[src/design/mrp_pkg.sv]
// Shared definitions for the MIPS relocation patcher: modifier, field kind
// and error codes, plus the structs passed between the patch stages.
// No dependencies.
`default_nettype none

package mrp_pkg;

   localparam int WordWidth = 32;

   typedef logic [1:0] modifier_type;
   typedef logic [2:0] kind_type;
   typedef logic [2:0] error_type;
   typedef logic [WordWidth-1:0] word_type;

   localparam modifier_type MOD_NONE   = 2'd0;
   localparam modifier_type MOD_LOW    = 2'd1;
   localparam modifier_type MOD_HIGH   = 2'd2;
   localparam modifier_type MOD_BRANCH = 2'd3;

   localparam kind_type KIND_WORD32   = 3'd0;
   localparam kind_type KIND_UNSIGNED16 = 3'd1;
   localparam kind_type KIND_SIGNED16 = 3'd2;
   localparam kind_type KIND_ANY16    = 3'd3;
   localparam kind_type KIND_BRANCH16 = 3'd4;
   localparam kind_type KIND_JUMP26   = 3'd5;

   localparam error_type ERR_OK           = 3'd0;
   localparam error_type ERR_COMBO        = 3'd1;
   localparam error_type ERR_NOT_CLEAR    = 3'd2;
   localparam error_type ERR_FIT16        = 3'd3;
   localparam error_type ERR_BRANCH_RANGE = 3'd4;
   localparam error_type ERR_BRANCH_ALIGN = 3'd5;
   localparam error_type ERR_JUMP_ALIGN   = 3'd6;
   localparam error_type ERR_JUMP_FAR     = 3'd7;

   // One relocation as held in the input register.
   typedef struct packed {
      modifier_type modifier;
      kind_type     field_kind;
      logic         raw;
      word_type     value;
      word_type     patch_offset;
      word_type     original_word;
   } reloc_type;

   // Value after the modifier step and its alignment flag.
   typedef struct packed {
      word_type value;
      logic     align_err;
   } mod_result_type;

   // One patch result as held in the result register.
   typedef struct packed {
      word_type  patched_word;
      logic      is_halfword;
      error_type error_code;
   } patch_type;

endpackage

`default_nettype wire

[src/design/mrp_modifier.sv]
// Modifier step of the relocation patcher: low half, adjusted high half or
// signed branch offset. Depends on mrp_pkg.
`default_nettype none

module mrp_modifier
   import mrp_pkg::*;
(
   input  wire modifier_type   modifier,
   input  wire logic           raw,
   input  wire word_type       value,
   output mod_result_type      mod_result
);

   word_type low_sext;
   word_type high_adj;
   word_type neg_value;
   word_type neg_mag;
   word_type branch_off;

   assign low_sext   = {{16{value[15]}}, value[15:0]};
   assign high_adj   = value - low_sext;
   assign neg_value  = 32'd0 - value;
   assign neg_mag    = neg_value >> 2;
   // Signed division by four that truncates toward zero.
   assign branch_off = value[31] ? (32'd0 - neg_mag) : (value >> 2);

   always_comb begin
      mod_result.value     = value;
      mod_result.align_err = 1'b0;
      if (!raw) begin
         unique case (modifier)
            MOD_NONE:   mod_result.value = value;
            MOD_LOW:    mod_result.value = {16'd0, value[15:0]};
            MOD_HIGH:   mod_result.value = {16'd0, high_adj[31:16]};
            MOD_BRANCH: begin
               mod_result.value     = branch_off;
               mod_result.align_err = (value[1:0] != 2'd0);
            end
            default:    mod_result.value = value;
         endcase
      end
   end

endmodule

`default_nettype wire

[src/design/mrp_field_check.sv]
// Field stage of the relocation patcher: range, clear and region checks per
// field kind, and the encoding of the patched word. Depends on mrp_pkg.
`default_nettype none

module mrp_field_check
   import mrp_pkg::*;
(
   input  wire modifier_type   modifier,
   input  wire kind_type       field_kind,
   input  wire mod_result_type mod_result,
   input  wire word_type       patch_offset,
   input  wire word_type       original_word,
   output patch_type           patch
);

   word_type v;
   word_type next_pc;
   logic     fits_u16;
   logic     signed16_ok;
   logic     fits_any16;
   logic     orig16_clear;
   logic     half;
   error_type err;
   word_type  word;

   assign v            = mod_result.value;
   assign next_pc      = patch_offset + 32'd4;
   assign fits_u16     = (v[31:16] == 16'd0);
   assign signed16_ok  = (v <= 32'h0000_7fff) || (v >= 32'hffff_8000);
   assign fits_any16   = fits_u16 || (v >= 32'hffff_8000);
   assign orig16_clear = (original_word[15:0] == 16'd0);
   assign half         = (field_kind == KIND_UNSIGNED16) || (field_kind == KIND_SIGNED16) ||
                         (field_kind == KIND_ANY16) || (field_kind == KIND_BRANCH16);

   always_comb begin
      err  = ERR_OK;
      word = '0;
      if (mod_result.align_err) begin
         err = ERR_BRANCH_ALIGN;
      end else begin
         unique case (field_kind)
            KIND_WORD32: begin
               if (modifier != MOD_NONE) err = ERR_COMBO;
               else if (original_word != 32'd0) err = ERR_NOT_CLEAR;
               else word = v;
            end
            KIND_UNSIGNED16: begin
               if (!fits_u16) err = ERR_FIT16;
               else if (!orig16_clear) err = ERR_NOT_CLEAR;
               else word = {16'd0, v[15:0]};
            end
            KIND_SIGNED16: begin
               if (!signed16_ok) err = ERR_FIT16;
               else if (!orig16_clear) err = ERR_NOT_CLEAR;
               else word = {16'd0, v[15:0]};
            end
            KIND_ANY16: begin
               if (!fits_any16) err = ERR_FIT16;
               else if (!orig16_clear) err = ERR_NOT_CLEAR;
               else word = {16'd0, v[15:0]};
            end
            KIND_BRANCH16: begin
               if (!orig16_clear) err = ERR_NOT_CLEAR;
               else if (!signed16_ok) err = ERR_BRANCH_RANGE;
               else word = {16'd0, v[15:0]};
            end
            KIND_JUMP26: begin
               if (modifier != MOD_NONE) err = ERR_COMBO;
               else if (original_word[25:0] != 26'd0) err = ERR_NOT_CLEAR;
               else if (v[1:0] != 2'd0) err = ERR_JUMP_ALIGN;
               else if (v[31:28] != next_pc[31:28]) err = ERR_JUMP_FAR;
               else word = {original_word[31:26], v[27:2]};
            end
            default: err = ERR_COMBO;
         endcase
      end
      // A failed relocation hands back the original contents untouched.
      if (err != ERR_OK) begin
         word = half ? {16'd0, original_word[15:0]} : original_word;
      end
      patch.patched_word = word;
      patch.is_halfword  = half;
      patch.error_code   = err;
   end

endmodule

`default_nettype wire

[src/design/mips_relocation_patcher_unit.sv]
// MIPS relocation patcher, top level.
//
// The req_ channel carries one relocation per transfer: the modifier, field
// kind and raw flag in req_tuser, and value, patch offset and the original
// word in req_tdata. The rsp_ channel returns, for each relocation, the
// word to write back in rsp_tdata and the halfword flag and error code in
// rsp_tuser. Results leave in the order the relocations arrived.
//
// Every transfer is registered in an input register, patched by the
// modifier and field logic, and captured in a result register, from which
// it is offered on the rsp_ channel. One relocation is taken every cycle
// while the receiver keeps up.
//
// When the receiver stalls, the result register holds its result and the
// input register keeps the next relocation; req_tready drops only when both
// are full. A synchronous reset empties both registers; no result is
// offered in the cycle after reset.
// Depends on mrp_pkg, mrp_modifier and mrp_field_check.
`default_nettype none

module mips_relocation_patcher_unit
   import mrp_pkg::*;
(
   input  wire logic        clock,
   input  wire logic        reset,
   input  wire logic        req_tvalid,
   output logic             req_tready,
   // [31:0] value, [63:32] patch_offset, [95:64] original_word
   input  wire logic [95:0] req_tdata,
   // [1:0] modifier, [4:2] field_kind, [5] raw
   input  wire logic [5:0]  req_tuser,
   output logic             rsp_tvalid,
   input  wire logic        rsp_tready,
   // [31:0] patched_word
   output logic [31:0]      rsp_tdata,
   // [0] is_halfword, [3:1] error_code
   output logic [3:0]       rsp_tuser
);

   logic           in_valid_ff;
   logic           in_valid_in;
   reloc_type      in_ff;
   logic           out_valid_ff;
   logic           out_valid_in;
   patch_type      out_ff;
   logic           out_load;
   logic           in_load;
   mod_result_type mod_result;
   patch_type      patch;

   assign out_load   = !out_valid_ff || rsp_tready;
   assign req_tready = !in_valid_ff || out_load;
   assign in_load    = req_tvalid && req_tready;

   assign in_valid_in  = in_load || (in_valid_ff && !out_load);
   assign out_valid_in = out_load ? in_valid_ff : out_valid_ff;

   always_ff @(posedge clock) begin
      if (reset) begin
         in_valid_ff  <= 1'b0;
         out_valid_ff <= 1'b0;
      end else begin
         in_valid_ff  <= in_valid_in;
         out_valid_ff <= out_valid_in;
      end
   end

   always_ff @(posedge clock) begin
      if (in_load) begin
         in_ff.modifier      <= req_tuser[1:0];
         in_ff.field_kind    <= req_tuser[4:2];
         in_ff.raw           <= req_tuser[5];
         in_ff.value         <= req_tdata[31:0];
         in_ff.patch_offset  <= req_tdata[63:32];
         in_ff.original_word <= req_tdata[95:64];
      end
      if (out_load && in_valid_ff) begin
         out_ff <= patch;
      end
   end

   mrp_modifier u_modifier (
      .modifier   (in_ff.modifier),
      .raw        (in_ff.raw),
      .value      (in_ff.value),
      .mod_result (mod_result)
   );

   mrp_field_check u_field_check (
      .modifier      (in_ff.modifier),
      .field_kind    (in_ff.field_kind),
      .mod_result    (mod_result),
      .patch_offset  (in_ff.patch_offset),
      .original_word (in_ff.original_word),
      .patch         (patch)
   );

   assign rsp_tvalid = out_valid_ff;
   assign rsp_tdata  = out_ff.patched_word;
   assign rsp_tuser  = {out_ff.error_code, out_ff.is_halfword};

   // A halfword result never carries bits above the halfword.
   a_half_upper_zero: assert property (@(posedge clock) disable iff (reset)
      (rsp_tvalid && rsp_tuser[0]) |-> (rsp_tdata[31:16] == 16'd0))
      else $error("halfword result has upper bits set");

   // With both registers full and the receiver stalled, no transfer is taken.
   a_full_blocks_input: assert property (@(posedge clock) disable iff (reset)
      (in_valid_ff && out_valid_ff && !rsp_tready) |-> !req_tready)
      else $error("input accepted while pipeline full and stalled");

   // Reset leaves no result on offer.
   a_reset_empty: assert property (@(posedge clock)
      reset |=> !rsp_tvalid)
      else $error("result offered right after reset");

   // A pending relocation moves to the result register once it is free.
   a_advance: assert property (@(posedge clock) disable iff (reset)
      (in_valid_ff && out_load && !in_load) |=> (rsp_tvalid && !in_valid_ff))
      else $error("relocation did not advance to the result register");

endmodule

`default_nettype wire

[config.mk]
export PLATFORM = sky130hd
export DESIGN_NAME = mips_relocation_patcher_unit
export DESIGN_NICKNAME = d
export VERILOG_FILES = /design/src/design/mrp_pkg.sv /design/src/design/mrp_modifier.sv /design/src/design/mrp_field_check.sv /design/src/design/mips_relocation_patcher_unit.sv
export SDC_FILE = /design/constraint.sdc
export NUM_CORES = 1
export LEC_CHECK = 0
export ABC_AREA = 1
export BUFFER_PORTS_ARGS = -buffer_cell sky130_fd_sc_hd__buf_2
export CORE_ASPECT_RATIO = 0.7
export CORE_MARGIN = 2
export CORE_UTILIZATION = 45
export CTS_CLUSTER_DIAMETER = 100
export CTS_CLUSTER_SIZE = 12
export DETAILED_ROUTE_END_ITERATION = 10
export PLACE_DENSITY = 0.71
export RECOVER_POWER = 50
export REMOVE_ABC_BUFFERS = 1
export SYNTH_ARGS = -nofsm -noshare
export SYNTH_HDL_FRONTEND = slang
export SYNTH_HIERARCHICAL = 1
export SYNTH_SLANG_ARGS = --single-unit
[constraint.sdc]
create_clock -name clock -period 8.5 [get_ports clock]
set_input_delay 1.7 -clock clock [delete_from_list [all_inputs] [get_ports clock]]
set_output_delay 1.7 -clock clock [all_outputs]
set_load 0.01 [all_outputs]
==> results of run 1 <==
placed cells by master (no fill, tap or decap), types with 4 or more instances in the layout:
cell       instances
nor2_2            18
xor2_1            11
nand3_2            7
clkinv_1           7
or2_2              4
nand4_1           62
clkbuf_16         17
xnor2_1            4
nand2_1          428
o21bai_1           4
a21o_1             4
inv_1            142
ha_1              18
nand3_1           99
clkbuf_1           4
o21ai_0           51
nor3_1            19
edfxtp_1         136
nand2_2           22
bufinv_16          4
inv_2             16
o22ai_1            9
nor2_4            16
a21oi_1           59
nor2_1           174
a22oi_1            5
nor2_8             4
buf_2            139
o21ai_1           11
buf_4              5
nand2_4           11
metrics by stage:
stage / instance area [um2] / hold slack, ns / utilization [%]
global placement: 11200 / 0.487 / 49.9
finish: 11800 / 0.516 / 52.6
CTS: 11900 / 0.501 / 52.7
floorplan: 10100 / 0.457 / -
global route: 11800 / 0.532 / 52.6
detailed placement: 11200 / 0.491 / 49.9
worst paths after layout:
| check | endpoint | slack, ns | cells past startpoint | start |
|---|---|---|---|---|
| setup / recovery | rsp_tdata[29] | 2.89 | 27 | in_ff[79] |
| hold reg to reg | rsp_tdata[7] | 0.52 | 2 | in_ff[7] |
| setup reg to reg | rsp_tdata[29] | 2.89 | 27 | in_ff[79] |
| hold / removal | rsp_tdata[7] | 0.52 | 2 | in_ff[7] |
registers in the layout, summed over array words and instances (netlist names):
name	cells
in_valid_ff	1
rsp_tdata	32
in_ff	100
rsp_tuser	4
rsp_tvalid	1
critical path: cells and delay by family, from the launching register on:
kind | cells | cell delay, ns
buf+inv | 2 | 0.62
flops | 1 | 0.56
compound gates | 1 | 0.21
simple gates | 22 | 3.35
xor+xnor | 1 | 0.26
fa+ha+maj | 1 | 0.33
report_power, final:
group / switching [W] / internal (W)
combinational: 0.000230 / 0.0000989
clock: 0.000308 / 0.000493
sequential: 0.0000320 / 0.000795
per-layer routing:
metal  vias up  part of all wire, %  global-route usage (%)
met2       604                   38                    36.0
met1      4656                   47                    41.7
met5         -                    0                       0
li1       4918                    -                       -
met4         0                  2.1                    8.71
met3        51                   13                    8.40
layout make-up:
| class | instances | area share (%) |
|---|---|---|
| diodes | 1 | 0.0211 |
| multi-input cells | 1065 | 45.1 |
| repair buffers | 147 | 6.28 |
| clock inverters | 14 | 1.65 |
| well taps | 312 | 3.29 |
| clock buffers | 18 | 3.62 |
| flip-flops and latches | 138 | 34.8 |
| inverters | 165 | 5.24 |
==> out/results.txt, run 1 <==
Vias in the first global route - 8929
Die Area - 24000 um2
First-pass GRT wire length - 49500 um
Mapped Area - 10200 um2
CTS H-tree depth - 4
Max cap viols - 2
Synth warnings - 6
Slew Limit Fails - 72
Boundary Pins - 144
Max Freq - 178 MHz
Setup bufs post-CTS - 0
Area occupied by multi-input gates - 5340 um2
Port Buffer Count - 141
Clock slew at reported path FFs - 0.07 ns
Synthesis-to-finish area growth - 15.7%
Endpoints failing setup - 0
Starting Density - 45.5%
CP max FO - 26
CP max stage delay - 0.57 ns
Routed WL - 32400 um
CP Data Required Time - 8.68 ns
CTS tree - done
Bufs on Longest Clock Path - 2
Slew @ Worst Pin - 2.08 ns
Non-filler cells, final - 1860
Final min period - 5.61 ns
Cells after synthesis - 1401
Critical path startpoint category - register
CTS resizes - 0
DR DRC count - 0
Root Buffer - clkbuf_16
Placeable Area - 22500 um2
Grt total ovfl - 0
Via count - 10.2k
Routed Antenna Nets - 0
Largest net degree at the start of global routing - 68
Wire per inst - 17.4 um
# placed instances - 1827
Overall power - 0.00196 W
Final Skew - 0.0174 ns
Arrival @ worst endpoint - 5.80 ns
Max rail drop VDD - 0.198 mV
Period utilization - 66.0%
Slew HR - -38.4%
Status - finished, violations left
Initial antenna violation count - 1
CTS Sinks - 138
Worst skew pair latency - 0.44 ns
Nets - 1658
Critical path's slowest cell - inv_1
Chip width - 184 um
P_leak - 5.31 nW
Failing checks - max-capacitance violations, max-slew violations
CP most frequent cell - nand2_1
Setup crit end kind - register
Placement row count - 46
Setup ws final - 2.89 ns
Fin. Hold Viols - 0
Vias/cell - 5.50
Worst hold path class - register to register
Inserted Clock Buffers - 17
GRT Total Usage - 27.3%
# fillers - 2163
Power per cell area - 165 nW/um2
Syn Area/Cell - 7.31 um2
Detailed-placement wirelength estimate - 24600 um
Layout cells sized above 1 - 18.3%
FF/Latch Area - 4120 um2
Die span in y - 130 um
Iteration-0 DRC Markers - 1440
First-pass iteration count of the detailed router - 8
Fin Setup TNS - 0 ns
Hold Buf Count CTS - 0
Routability Congestion - 1.02
RSZ-0062 raised after global routing - false
WS Path Type - register to register
Pre-CTS setup slack - 3.13 ns
(Power assumes the default switching activity.)
==> inputs of run 2 (changes only) <==
- clock period: 8.5 -> 5.6 ns (I/O delays scaled with it)
==> out/results.txt, run 2 (synthesis gave the netlist of run 1 again) <==
RSZ-0062 raised after global routing - false
Finished layout cell area - 11800 um2 (-0.38%)
Hold Buf Count CTS - 0 (unchanged)
R2R Setup Slk - 0.63 ns (-2.26 ns)
Largest register FFs - 100 (unchanged)
Iteration-0 DRC Markers - 1269 (-12%)
Most common cell after layout, fill and taps aside - nand2_1
Routed WL - 31900 um (-1.4%)
Setup bufs post-CTS - 0 (unchanged)
Routed Antenna Nets - 0 (unchanged)
Grt total ovfl - 0 (unchanged)
Port Buffer Count - 141 (unchanged)
Vias/cell - 5.37 (-2.4%)
Routability Congestion - 0.991 (-2.7%)
Hold Path End - rsp_tvalid
Hold Path Origin - in_valid_ff
Final Skew - 0.0118 ns (-0.00560 ns)
Placement row count - 46 (unchanged)
Max rail drop VDD - 0.210 mV (+6.2%)
Final min period - 4.97 ns (-0.640 ns)
Wire per inst - 17.1 um (-1.7%)
Setup ws final - 0.626 ns (-2.26 ns)
CTS tree - done
Worst path depth - 27 (unchanged)
Clock slew at reported path FFs - 0.07 ns (about the same)
CP Data Required Time - 5.90 ns (-2.78 ns)
Top reg by flops - in_ff
CTS Sinks - 138 (unchanged)
Power per cell area - 240 nW/um2 (+45%)
Critical path's slowest cell - edfxtp_1
Endpoints failing setup - 0 (unchanged)
Die Area - 24000 um2 (unchanged)
WS Path Type - register to register
Fin Setup TNS - 0 ns (unchanged)
CTS resizes - 0 (unchanged)
Status - finished, violations left
Boundary Pins - 144 (unchanged)
Bufs on Longest Clock Path - 2 (unchanged)
GRT Total Usage - 27.2% (-0.11 points)
CP Buf/Inv Count - 3 (+1)
Detailed-placement wirelength estimate - 24700 um (+0.24%)
FF-to-FF Start - in_ff[79]
Most frequent cells in the layout - nand2_1 (428), nor2_1 (174), inv_1 (142)
DR DRC count - 0 (unchanged)
Inserted Clock Buffers - 17 (unchanged)
Synthesis-to-finish area growth - 15.2%
Layout cells sized above 1 - 17.8% (-0.46 points)
Root Buffer - clkbuf_16
Slew Limit Fails - 101 (+40%)
R2R Path End - rsp_tdata[4]
WHS Path Cells - 2 (unchanged)
Max cap viols - 2 (unchanged)
P_leak - 5.27 nW (-0.78%)
Chip width - 184 um (unchanged)
Critical path startpoint category - register
Placeable Area - 22500 um2 (unchanged)
First-pass iteration count of the detailed router - 6 (-2)
Die span in y - 130 um (unchanged)
Slew @ Worst Pin - 2.82 ns (+0.746 ns)
Starting Density - 45.5% (unchanged)
CP most frequent cell - nand2_1
R2R cell count - 27 (unchanged)
Largest net degree at the start of global routing - 64 (-5.9%)
CTS H-tree depth - 4 (unchanged)
Arrival @ worst endpoint - 5.27 ns (-0.53 ns)
Via count - 10.0k (-2.1%)
Cell family with most CP delay - simple AND/OR/NAND/NOR gates
Worst skew pair latency - 0.44 ns (about the same)
Vias in the first global route - 8806 (-1.4%)
First-pass GRT wire length - 49200 um (-0.50%)
Setup crit end kind - register
Max Freq - 201 MHz (+13%)
Pre-CTS setup slack - 0.841 ns (-2.29 ns)
Period utilization - 88.8% (+23 points)
Worst hold path class - register to register
# fillers - 2223 (+2.8%)
Placed Area - 11300 um2 (+0.40%)
Failing checks - max-capacitance violations, max-slew violations
Initial antenna violation count - 1 (unchanged)
CP max FO - 23 (-12%)
Nets - 1664 (+0.36%)
CP max stage delay - 0.57 ns (about the same)
Fin. Hold Viols - 0 (unchanged)
Slew HR - -89.2% (-51 points)
==> run 2: area by class of cell <==
cell class	instances	area (um2)	area share (%)
timing repair buffer	153	774	6.56
sequential	138	4120	34.9
clock inverter	14	120	1.02
tap	312	390	3.31
inverter	165	621	5.26
clock buffer	18	429	3.64
multi-input combinational	1065	5340	45.3
antenna	1	2.50	0.0212
==> run 2: where the power goes <==
group          switching [W]  total (W)  internal [W]  leakage (nW)
Combinational       0.000345   0.000498      0.000152          3.67
Sequential         0.0000504    0.00126       0.00121          1.34
Clock               0.000463    0.00107      0.000610         0.265
Total               0.000858    0.00283       0.00197          5.27
==> run 2: how the worst max path moves through the flow <==
stage	startpoint	to	slack, ns
3_5_place_dp	in_ff[79]	rsp_tdata[7]	0.84
5_1_grt	in_ff[79]	rsp_tdata[4]	0.19
2_1_floorplan	in_ff[79]	rsp_tdata[26]	1.49
6_report	in_ff[79]	rsp_tdata[4]	0.63
3_3_place_gp	in_ff[79]	rsp_tdata[8]	0.92
4_1_cts	in_ff[79]	rsp_tdata[4]	0.76
==> run 2: per-stage QoR <==
stage	util, %	hold slack [ns]	total power, W	std cells
finish	52.4	0.525	0.00283	1866
floorplan	-	0.457	0.00158	1368
global placement	50.1	0.487	0.00175	1833
global route	52.4	0.555	0.00295	1865
CTS	52.6	0.503	0.00283	1865
detailed placement	50.1	0.493	0.00176	1833
==> run 2: worst min-delay path, stage by stage (launching register included) <==
cell	delay, ns
dfxtp_1	0.31
inv_1	0.10
a21oi_1	0.07
==> run 2: metal layers <==
metal | share of wire (%) | vias up | track usage [%]
li1 | - | 4927 | -
met1 | 47 | 4551 | 41.3
met2 | 39 | 501 | 36.6
met3 | 13 | 34 | 8.96
met4 | 1.3 | 0 | 6.68
met5 | 0 | - | 0
